===== src/rtl/dmc_pkg.sv =====
// types and constants of the door motor controller
package dmc_pkg;

    typedef enum logic [1:0] {
        ST_OK,
        ST_NOT_ENABLED,
        ST_ERROR_PENDING,
        ST_OBSTACLE_PENDING
    } status_t;

    typedef enum logic [2:0] {
        MODE_UNKNOWN,
        MODE_CLOSED,
        MODE_OPEN,
        MODE_PARTLY_OPEN,
        MODE_OPENING,
        MODE_CLOSING,
        MODE_STOPPED
    } mode_t;

    typedef enum logic [1:0] {
        DUTY_KEEP,
        DUTY_ZERO,
        DUTY_GOAL,
        DUTY_SCALE
    } duty_op_t;

    localparam logic [3:0] OP_TICK           = 4'd0;
    localparam logic [3:0] OP_MOVE           = 4'd1;
    localparam logic [3:0] OP_OPEN           = 4'd2;
    localparam logic [3:0] OP_CLOSE          = 4'd3;
    localparam logic [3:0] OP_SET_SPEED      = 4'd4;
    localparam logic [3:0] OP_STOP           = 4'd5;
    localparam logic [3:0] OP_ESTOP          = 4'd6;
    localparam logic [3:0] OP_RESET_ERROR    = 4'd7;
    localparam logic [3:0] OP_ENABLE         = 4'd8;
    localparam logic [3:0] OP_DISABLE        = 4'd9;
    localparam logic [3:0] OP_CLEAR_OBSTACLE = 4'd10;

    localparam logic [2:0] CFG_MAX_SPEED        = 3'd0;
    localparam logic [2:0] CFG_PWM_TOP          = 3'd1;
    localparam logic [2:0] CFG_OVERCURRENT      = 3'd2;
    localparam logic [2:0] CFG_OPEN_POSITION    = 3'd3;
    localparam logic [2:0] CFG_AUTO_CLOSE_EN    = 3'd4;
    localparam logic [2:0] CFG_AUTO_CLOSE_DELAY = 3'd5;

    localparam logic [2:0] ERR_SYSTEM      = 3'b001;
    localparam logic [2:0] ERR_OVERCURRENT = 3'b010;
    localparam logic [2:0] ERR_OBSTACLE    = 3'b100;

    localparam logic [31:0] STEP_MS = 32'd10;

    // duty = speed * top / 100, saturated: /100 as /4 then reciprocal of 25
    localparam logic [31:0] DUTY_SAT_LIMIT = 32'd6553600;
    localparam logic [21:0] RECIP_25       = 22'd2684355;
    localparam int          RECIP_SHIFT    = 26;

    typedef struct packed {
        mode_t       mode;
        logic        moving;
        logic        en;
        logic        dir;
        logic [2:0]  err;
        logic        obs;
        logic [15:0] pos;
        logic [15:0] goal;
        logic [15:0] spd;
        logic [15:0] spd_goal;
        logic [31:0] last_ms;
        logic [31:0] deadline;
        logic [31:0] n_open;
        logic [31:0] n_close;
        logic [31:0] n_obs;
    } ctl_state_t;

    typedef struct packed {
        ctl_state_t  s;
        duty_op_t    duty_op;
        logic [15:0] duty_arg;
    } work_t;

    typedef struct packed {
        status_t status;
        work_t   w;
    } move_res_t;

    typedef struct packed {
        status_t     status;
        logic        moving;
        mode_t       mode;
        logic [2:0]  err;
        logic [15:0] pos;
        logic        dir;
        logic        en;
        logic        obs;
        logic [31:0] n_open;
        logic [31:0] n_close;
        logic [31:0] n_obs;
    } res_t;

    localparam ctl_state_t CTL_RESET = '{
        mode:     MODE_UNKNOWN,
        moving:   1'b0,
        en:       1'b0,
        dir:      1'b1,
        err:      3'd0,
        obs:      1'b0,
        pos:      16'd0,
        goal:     16'd0,
        spd:      16'd0,
        spd_goal: 16'd0,
        last_ms:  32'd0,
        deadline: 32'd0,
        n_open:   32'd0,
        n_close:  32'd0,
        n_obs:    32'd0
    };

endpackage


===== src/rtl/door_motor_controller.sv =====
// door motor controller top level: command and tick processing with duty scaling
//
// Input channel s_*: one item per command or millisecond tick, valid/ready.
// Result channel m_*: exactly one result item per input item, in order.
// Config channel cfg_*: register index and data, always ready; writes to
// indexes past the register list are ignored. Write only while idle.
// Pipeline: input register, control stage (state update), duty multiply
// stage, divide-by-100 and saturate stage into the result register.
// Throughput: one item per cycle unless the pipeline stalls; each item in
// the control stage sees the state left by the item before it, and the duty
// value is resolved in order further down the pipeline.
// Stall: when a result waits and m_ready is low, the whole pipeline holds
// and s_ready drops; a waiting result does not block the cycle it is taken.
// Reset: aresetn low clears all valids, the control state, the duty and
// restores the register defaults; the door starts in the unknown state,
// disabled, direction opening.
module door_motor_controller (
    input  logic               aclk,
    input  logic               aresetn,
    input  logic               s_valid,
    output logic               s_ready,
    input  logic [3:0]         s_op,
    input  logic signed [15:0] s_target_pos,
    input  logic [15:0]        s_speed_request,
    input  logic [31:0]        s_now_ms,
    input  logic [9:0]         s_current_sample,
    input  logic               s_obstacle_n,
    input  logic               s_limit_n,
    output logic               m_valid,
    input  logic               m_ready,
    output logic [1:0]         m_status,
    output logic               m_moving,
    output logic [2:0]         m_door_state,
    output logic [2:0]         m_error_flags,
    output logic signed [15:0] m_position,
    output logic [15:0]        m_pwm_duty,
    output logic               m_dir_open,
    output logic               m_enabled,
    output logic               m_obstacle_latched,
    output logic [31:0]        m_open_moves,
    output logic [31:0]        m_close_moves,
    output logic [31:0]        m_obstacle_events,
    input  logic               cfg_valid,
    output logic               cfg_ready,
    input  logic [2:0]         cfg_index,
    input  logic [23:0]        cfg_data
);

    logic [15:0] max_speed_reg;
    logic [15:0] pwm_top_reg;
    logic [10:0] oc_limit_reg;
    logic [14:0] open_pos_reg;
    logic        ac_enable_reg;
    logic [23:0] ac_delay_reg;

    logic               in_valid_reg;
    logic [3:0]         in_op_reg;
    logic signed [15:0] in_target_reg;
    logic [15:0]        in_speed_req_reg;
    logic [31:0]        in_now_reg;
    logic [9:0]         in_cur_reg;
    logic               in_obs_n_reg;
    logic               in_lim_n_reg;

    dmc_pkg::ctl_state_t state_reg;
    dmc_pkg::work_t      work_next;
    dmc_pkg::status_t    status_next;
    dmc_pkg::res_t       res_next;

    logic              p1_valid_reg;
    dmc_pkg::res_t     p1_res_reg;
    dmc_pkg::duty_op_t p1_duty_op_reg;
    logic [15:0]       p1_duty_arg_reg;

    logic              p2_valid_reg;
    dmc_pkg::res_t     p2_res_reg;
    dmc_pkg::duty_op_t p2_duty_op_reg;
    logic [15:0]       p2_duty_arg_reg;
    logic [31:0]       p2_prod_reg;

    logic          out_valid_reg;
    dmc_pkg::res_t out_res_reg;
    logic [15:0]   duty_reg;
    logic [15:0]   duty_next;
    logic [15:0]   duty_scaled;
    logic [20:0]   quo_in;
    logic [42:0]   quo_prod;

    logic advance;

    assign advance   = !out_valid_reg || m_ready;
    assign s_ready   = advance;
    assign cfg_ready = 1'b1;

    // configuration registers
    always_ff @(posedge aclk) begin
        if (!aresetn) begin
            max_speed_reg <= 16'd100;
            pwm_top_reg   <= 16'd1023;
            oc_limit_reg  <= 11'd2000;
            open_pos_reg  <= 15'd280;
            ac_enable_reg <= 1'b0;
            ac_delay_reg  <= 24'd0;
        end else if (cfg_valid) begin
            unique case (cfg_index)
                dmc_pkg::CFG_MAX_SPEED:        max_speed_reg <= cfg_data[15:0];
                dmc_pkg::CFG_PWM_TOP:          pwm_top_reg   <= cfg_data[15:0];
                dmc_pkg::CFG_OVERCURRENT:      oc_limit_reg  <= cfg_data[10:0];
                dmc_pkg::CFG_OPEN_POSITION:    open_pos_reg  <= cfg_data[14:0];
                dmc_pkg::CFG_AUTO_CLOSE_EN:    ac_enable_reg <= cfg_data[0];
                dmc_pkg::CFG_AUTO_CLOSE_DELAY: ac_delay_reg  <= cfg_data;
                default: begin
                end
            endcase
        end
    end

    // input register
    always_ff @(posedge aclk) begin
        if (!aresetn) begin
            in_valid_reg <= 1'b0;
        end else if (advance) begin
            in_valid_reg <= s_valid;
        end
        if (advance && s_valid) begin
            in_op_reg        <= s_op;
            in_target_reg    <= s_target_pos;
            in_speed_req_reg <= s_speed_request;
            in_now_reg       <= s_now_ms;
            in_cur_reg       <= s_current_sample;
            in_obs_n_reg     <= s_obstacle_n;
            in_lim_n_reg     <= s_limit_n;
        end
    end

    function automatic dmc_pkg::move_res_t start_move(dmc_pkg::work_t w,
                                                      logic signed [15:0] target);
        dmc_pkg::move_res_t r;
        r.w      = w;
        r.status = dmc_pkg::ST_OK;
        if (!w.s.en) begin
            r.status = dmc_pkg::ST_NOT_ENABLED;
        end else if (w.s.err != 3'd0) begin
            r.status = dmc_pkg::ST_ERROR_PENDING;
        end else if (w.s.obs) begin
            r.status = dmc_pkg::ST_OBSTACLE_PENDING;
        end else if (target != $signed(w.s.pos)) begin
            if (target > $signed(w.s.pos)) begin
                r.w.s.dir    = 1'b1;
                r.w.s.mode   = dmc_pkg::MODE_OPENING;
                r.w.s.n_open = w.s.n_open + 32'd1;
            end else begin
                r.w.s.dir     = 1'b0;
                r.w.s.mode    = dmc_pkg::MODE_CLOSING;
                r.w.s.n_close = w.s.n_close + 32'd1;
            end
            r.w.duty_op  = dmc_pkg::DUTY_GOAL;
            r.w.duty_arg = w.s.spd_goal;
            r.w.s.goal   = target;
            r.w.s.moving = 1'b1;
        end
        return r;
    endfunction

    function automatic dmc_pkg::work_t do_stop(dmc_pkg::work_t w, logic [14:0] open_pos);
        dmc_pkg::work_t r;
        r = w;
        if (w.s.en) begin
            r.duty_op  = dmc_pkg::DUTY_ZERO;
            r.s.moving = 1'b0;
            r.s.spd    = 16'd0;
            if (w.s.pos == 16'd0) begin
                r.s.mode = dmc_pkg::MODE_CLOSED;
            end else if ($signed(w.s.pos) >= $signed({1'b0, open_pos})) begin
                r.s.mode = dmc_pkg::MODE_OPEN;
            end else begin
                r.s.mode = dmc_pkg::MODE_PARTLY_OPEN;
            end
        end
        return r;
    endfunction

    function automatic dmc_pkg::work_t do_estop(dmc_pkg::work_t w);
        dmc_pkg::work_t r;
        r          = w;
        r.duty_op  = dmc_pkg::DUTY_ZERO;
        r.s.moving = 1'b0;
        r.s.spd    = 16'd0;
        r.s.err    = w.s.err | dmc_pkg::ERR_SYSTEM;
        r.s.mode   = dmc_pkg::MODE_STOPPED;
        return r;
    endfunction

    // control stage: one item against the current state
    always_comb begin
        dmc_pkg::work_t     w;
        dmc_pkg::move_res_t mv;
        logic [31:0]        elapsed;
        w.s         = state_reg;
        w.duty_op   = dmc_pkg::DUTY_KEEP;
        w.duty_arg  = 16'd0;
        status_next = dmc_pkg::ST_OK;
        elapsed     = in_now_reg - state_reg.last_ms;
        mv          = start_move(w, 16'sd0);
        unique case (in_op_reg)
            dmc_pkg::OP_TICK: begin
                if ({1'b0, in_cur_reg} > oc_limit_reg) begin
                    w       = do_estop(w);
                    w.s.err = dmc_pkg::ERR_OVERCURRENT;
                end else if (!in_obs_n_reg) begin
                    w.s.obs   = 1'b1;
                    w.s.n_obs = w.s.n_obs + 32'd1;
                    w         = do_estop(w);
                    w.s.err   = dmc_pkg::ERR_OBSTACLE;
                end else if (w.s.moving) begin
                    if (w.s.spd < w.s.spd_goal) begin
                        w.s.spd    = w.s.spd + 16'd1;
                        w.duty_op  = dmc_pkg::DUTY_SCALE;
                        w.duty_arg = w.s.spd;
                    end else if (w.s.spd > w.s.spd_goal) begin
                        w.s.spd    = w.s.spd - 16'd1;
                        w.duty_op  = dmc_pkg::DUTY_SCALE;
                        w.duty_arg = w.s.spd;
                    end
                    if (elapsed >= dmc_pkg::STEP_MS) begin
                        w.s.pos     = w.s.dir ? w.s.pos + 16'd1 : w.s.pos - 16'd1;
                        w.s.last_ms = in_now_reg;
                    end
                    if (!in_lim_n_reg && !w.s.dir) begin
                        w.s.pos = 16'd0;
                        w       = do_stop(w, open_pos_reg);
                    end
                    if (w.s.pos == w.s.goal) begin
                        w = do_stop(w, open_pos_reg);
                        if (ac_enable_reg && w.s.mode == dmc_pkg::MODE_OPEN) begin
                            w.s.deadline = in_now_reg + {8'd0, ac_delay_reg};
                        end
                    end
                end else if (ac_enable_reg && w.s.mode == dmc_pkg::MODE_OPEN &&
                             in_now_reg >= w.s.deadline) begin
                    // auto-close, status dropped
                    w = mv.w;
                end
            end
            dmc_pkg::OP_MOVE: begin
                mv          = start_move(w, in_target_reg);
                w           = mv.w;
                status_next = mv.status;
            end
            dmc_pkg::OP_OPEN: begin
                mv          = start_move(w, $signed({1'b0, open_pos_reg}));
                w           = mv.w;
                status_next = mv.status;
            end
            dmc_pkg::OP_CLOSE: begin
                w           = mv.w;
                status_next = mv.status;
            end
            dmc_pkg::OP_SET_SPEED: begin
                if (!w.s.en) begin
                    status_next = dmc_pkg::ST_NOT_ENABLED;
                end else begin
                    w.s.spd_goal = (in_speed_req_reg > max_speed_reg) ?
                                   max_speed_reg : in_speed_req_reg;
                end
            end
            dmc_pkg::OP_STOP: begin
                status_next = w.s.en ? dmc_pkg::ST_OK : dmc_pkg::ST_NOT_ENABLED;
                w           = do_stop(w, open_pos_reg);
            end
            dmc_pkg::OP_ESTOP: begin
                w = do_estop(w);
            end
            dmc_pkg::OP_RESET_ERROR: begin
                w.s.err = 3'd0;
                w.s.obs = 1'b0;
            end
            dmc_pkg::OP_ENABLE: begin
                w.s.en = 1'b1;
            end
            dmc_pkg::OP_DISABLE: begin
                w.s.en = 1'b0;
            end
            dmc_pkg::OP_CLEAR_OBSTACLE: begin
                if (!w.s.en) begin
                    status_next = dmc_pkg::ST_NOT_ENABLED;
                end else begin
                    w.s.obs = 1'b0;
                end
            end
            default: begin
            end
        endcase
        work_next = w;
    end

    always_comb begin
        res_next.status  = status_next;
        res_next.moving  = work_next.s.moving;
        res_next.mode    = work_next.s.mode;
        res_next.err     = work_next.s.err;
        res_next.pos     = work_next.s.pos;
        res_next.dir     = work_next.s.dir;
        res_next.en      = work_next.s.en;
        res_next.obs     = work_next.s.obs;
        res_next.n_open  = work_next.s.n_open;
        res_next.n_close = work_next.s.n_close;
        res_next.n_obs   = work_next.s.n_obs;
    end

    always_ff @(posedge aclk) begin
        if (!aresetn) begin
            state_reg    <= dmc_pkg::CTL_RESET;
            p1_valid_reg <= 1'b0;
        end else if (advance) begin
            p1_valid_reg <= in_valid_reg;
            if (in_valid_reg) begin
                state_reg <= work_next.s;
            end
        end
        if (advance && in_valid_reg) begin
            p1_res_reg      <= res_next;
            p1_duty_op_reg  <= work_next.duty_op;
            p1_duty_arg_reg <= work_next.duty_arg;
        end
    end

    // multiply stage
    always_ff @(posedge aclk) begin
        if (!aresetn) begin
            p2_valid_reg <= 1'b0;
        end else if (advance) begin
            p2_valid_reg <= p1_valid_reg;
        end
        if (advance && p1_valid_reg) begin
            p2_res_reg      <= p1_res_reg;
            p2_duty_op_reg  <= p1_duty_op_reg;
            p2_duty_arg_reg <= p1_duty_arg_reg;
            p2_prod_reg     <= {16'd0, p1_duty_arg_reg} * {16'd0, pwm_top_reg};
        end
    end

    // divide by 100 with saturation, then resolve the duty in item order
    assign quo_in      = p2_prod_reg[22:2];
    assign quo_prod    = {22'd0, quo_in} * {21'd0, dmc_pkg::RECIP_25};
    assign duty_scaled = (p2_prod_reg >= dmc_pkg::DUTY_SAT_LIMIT) ? 16'hFFFF :
                         quo_prod[dmc_pkg::RECIP_SHIFT +: 16];

    always_comb begin
        case (p2_duty_op_reg)
            dmc_pkg::DUTY_ZERO:  duty_next = 16'd0;
            dmc_pkg::DUTY_GOAL:  duty_next = p2_duty_arg_reg;
            dmc_pkg::DUTY_SCALE: duty_next = duty_scaled;
            default:             duty_next = duty_reg;
        endcase
    end

    always_ff @(posedge aclk) begin
        if (!aresetn) begin
            out_valid_reg <= 1'b0;
            duty_reg      <= 16'd0;
        end else if (advance) begin
            out_valid_reg <= p2_valid_reg;
            if (p2_valid_reg) begin
                duty_reg <= duty_next;
            end
        end
        if (advance && p2_valid_reg) begin
            out_res_reg <= p2_res_reg;
        end
    end

    assign m_valid            = out_valid_reg;
    assign m_status           = out_res_reg.status;
    assign m_moving           = out_res_reg.moving;
    assign m_door_state       = out_res_reg.mode;
    assign m_error_flags      = out_res_reg.err;
    assign m_position         = $signed(out_res_reg.pos);
    assign m_pwm_duty         = duty_reg;
    assign m_dir_open         = out_res_reg.dir;
    assign m_enabled          = out_res_reg.en;
    assign m_obstacle_latched = out_res_reg.obs;
    assign m_open_moves       = out_res_reg.n_open;
    assign m_close_moves      = out_res_reg.n_close;
    assign m_obstacle_events  = out_res_reg.n_obs;

endmodule


===== config.mk =====
export PLATFORM = sky130hd
export DESIGN_NAME = door_motor_controller
export DESIGN_NICKNAME = d
export VERILOG_FILES = /design/src/rtl/dmc_pkg.sv /design/src/rtl/door_motor_controller.sv
export SDC_FILE = /design/constraint.sdc
export NUM_CORES = 2
export LEC_CHECK = 0
export BUFFER_PORTS_ARGS = -buffer_cell sky130_fd_sc_hd__buf_2
export CORE_MARGIN = 1
export CORE_UTILIZATION = 26
export CTS_CLUSTER_DIAMETER = 40
export DETAILED_ROUTE_END_ITERATION = 12
export MAX_ROUTING_LAYER = met4
export PLACE_DENSITY = 0.52
export SYNTH_ARGS = -nofsm -noshare
export SYNTH_HDL_FRONTEND = slang
export SYNTH_SLANG_ARGS = --single-unit

===== constraint.sdc =====
create_clock -name aclk -period 7.8 [get_ports aclk]
set_clock_uncertainty 0.05 [all_clocks]
set_input_delay 0.39 -clock aclk [delete_from_list [all_inputs] [get_ports aclk]]
set_output_delay 0.39 -clock aclk [all_outputs]
set_load 0.01 [all_outputs]

==> run_results.csv <==
group,metric,value,unit
yosys,avgSynthCellArea,9.66,um2
clock_network,clk_path_buf_depth,3,
clock_network,cts_tree,"done",
clock_network,clk_pin_slew,50,ps
yosys,synthesis.area,0.0587,mm2
sta,maxSlewHeadroom,14.6,%
place,place.port_buffers,253,
detailed_routing,antenna_left,0,
clock_network,clk_latency,810,ps
final_layout,fillers,23300,
yosys,synthesis.nets,7055,
global_route,gr-total-overflow,0,
global_route,grt_max_degree,127,
yosys,synth_edf_count,520,
global_route,track_usage,17.3,%
sta,tightest_slew,1280,ps
final_layout,area_growth,20.4,%
run,cap_violations,0,
outcome,outcome,"finished clean",
setup_path,start_kind,"flip-flop",
sta,hold_violations,0,
final_layout,nNetsFinal,7438,
sta,fin_crit,7510,ps
place,place.gp.congestion,0.936,
hold_path,hp-class,"input pin to flip-flop",
final_layout,largest_reg_flops,234,
die,ios,255,
yosys,yosys_register_bits,857,
final_layout,drive_gt1_share,11.8,%
die,die_h,477,um
detailed_routing,routedWlPerCell,20.3,um
sta,fin_crit_sh,96.3,%
die,start_util,26.1,%
yosys,synthDistinctLibCells,96,
place,dp_hpwl,145000,um
die,rows,174,
final_layout,stdcell_area,0.0707,mm2
die,fp.dieW,477,um
die,design.core.area,0.225,mm2
setup_path,critPathRequiredTime,8450,ps
detailed_routing,met2_length,89700,um
final_layout,finalNonFillerCells,9597,
global_route,grt_pass1_vias,47000,
final_layout,multi_input_area,0.0328,mm2
final_layout,seq_area,0.0224,mm2
yosys,seq_area_frac_synth,38.1,%
sta,slew_viol_final,0,
sta,setup_violations,0,
detailed_routing,drtPass1Iterations,5,
yosys,synth_top_flop_cell,"edfxtp_1",
die,die_area,0.228,mm2
global_route,grt_pass1_wl,293000,um
detailed_routing,drc,0,
clock_network,htreeDepth,4,
detailed_routing,vias,46100,
detailed_routing,wl_met3,9430,um
place,placedCellCount,9176,
clock_network,cts_buffers,164,
setup_path,cpMostUsedCell,"fa_1",
detailed_routing,wirelength,194000,um
setup_path,crit_type,"flip-flop to flip-flop",
setup_path,path_max_fanout,3,
yosys,ys_warn_count,0,
yosys,ys_async_sr_fraction,0,%
setup_path,arrival,8160,ps
detailed_routing,topRoutingLayerUsed,"met4",
clock_network,cts_root_buffer,"clkbuf_16",
final_layout,final_common_cell,"nand2_1",
yosys,netlist_instances,6079,
detailed_routing,via_per_inst,4.81,
place,place_area,0.0637,mm2
global_route,antenna_found_initial,6,
clock_network,clock-sinks,857,
setup_path,crit_path_end_kind,"flip-flop",
setup_path,slowest_stage,"fa_1",
detailed_routing,wl_met1,88700,um
final_layout,final_cell_mix,"nand2_1 (773), inv_1 (691), edfxtp_1 (520), ha_1 (511), a21oi_1 (391)",
detailed_routing,drtIter0Drc,3347,
setup_path,cpPeakStageDelay,600,ps
sta,fmax,133,MHz
-- synthesized netlist by cell type, types with 23 or more instances --
cell type / n / area [um2]
or2_2: 23 / 144
nand2b_1: 45 / 282
o21ai_0: 268 / 1340
and2_1: 134 / 838
a211oi_1: 45 / 338
nand2_1: 774 / 2910
a22oi_1: 28 / 210
o21a_1: 58 / 435
or3_1: 44 / 275
ha_1: 513 / 6420
a21oi_1: 397 / 1990
and3_1: 49 / 307
o31ai_1: 24 / 180
o211ai_1: 59 / 443
a21o_1: 62 / 465
nor4_1: 26 / 163
dfxtp_1: 337 / 6750
nand4_1: 49 / 307
nand3_1: 154 / 771
o22ai_1: 35 / 219
inv_1: 693 / 2600
fa_1: 351 / 7030
xnor2_1: 135 / 1180
mux2i_1: 46 / 460
clkbuf_1: 246 / 923
edfxtp_1: 520 / 15600
xor2_1: 85 / 744
nor2b_1: 41 / 257
nor2_1: 357 / 1340
a22o_1: 30 / 263
nor3_1: 90 / 450
-- cell families (layout without fill, tap and decap cells) --
logic type / Yosys count / in the layout / synth area share [%]
AO/OA/AOI/OAI: 1264 / 1264 / 13.9
flip-flops: 857 / 857 / 38.1
multiplexers: 47 / 47 / 0.803
AND/OR/NAND/NOR: 1850 / 1850 / 14.6
adder cells (fa/ha/maj): 864 / 864 / 22.9
other: 1 / 2 / 0.00639
XOR/XNOR: 220 / 220 / 3.28
buffers and inverters: 976 / 1501 / 6.37
-- what timing repair did --
item | 4_1_cts | 5_1_grt
buffers inserted | 1 | 5
pin swaps | 1 | 15
setup endpoints to repair | 2 | 34
endpoints found under the hold margin | 166 | 0
resized for setup | 2 | 17
hold buffers | 106 | 0
-- layer usage --
metal	global-route usage (%)	up-vias
met5	-	-
met4	6.04	0
li1	-	21800
met2	27.5	1373
met3	2.28	351
met1	22.4	22600
-- per-stage QoR --
| stage | TNS (ps) | hold WS (ps) | setup slack [ps] | util (%) |
|---|---|---|---|---|
| 2_1_floorplan | 0 | 350 | 425 | - |
| 3_3_place_gp | -70.9 | 351 | -70.9 | 28.4 |
| 3_5_place_dp | -251 | 355 | -195 | 28.4 |
| 4_1_cts | 0 | 5.30 | 55.6 | 31.4 |
| 5_1_grt | -24.6 | 95.3 | -24.6 | 31.5 |
| 6_report | 0 | 70.4 | 292 | 31.5 |
-- critical path: cells and delay by family (launching register included) --
kind            cells  cell delay (ps)
compound gates     12             2200
buf+inv             5              430
simple gates        2              630
xor+xnor            1               70
fa+ha+maj           8             3620
flops               1              440
-- final timing paths --
check                                 to  slack, ps  cells after the start                      start
max          m_pwm_duty[15]$_SDFFE_PN0P_        290                     28   p2_prod_reg[9]$_DFFE_PP_
min           ac_enable_reg$_SDFFE_PN0P_         70                      4               cfg_index[1]
max reg2reg  m_pwm_duty[15]$_SDFFE_PN0P_        290                     28   p2_prod_reg[9]$_DFFE_PP_
min reg2reg    p2_res_reg[116]$_DFFE_PP_        330                      0  p1_res_reg[116]$_DFFE_PP_
-- cell type report --
class / count / share of cell area, %
clock inverter: 117 / 2.03
inverter: 696 / 3.72
sequential: 857 / 31.6
multi-input combinational: 4246 / 46.4
clock buffer: 191 / 6.12
antenna: 1 / 0.00354
timing repair buffer: 497 / 4.80
tap: 2992 / 5.30
Power is left out: the tool's default activity adds up to more than one toggle a clock period on the data nets, which glitch-free logic cannot reach.
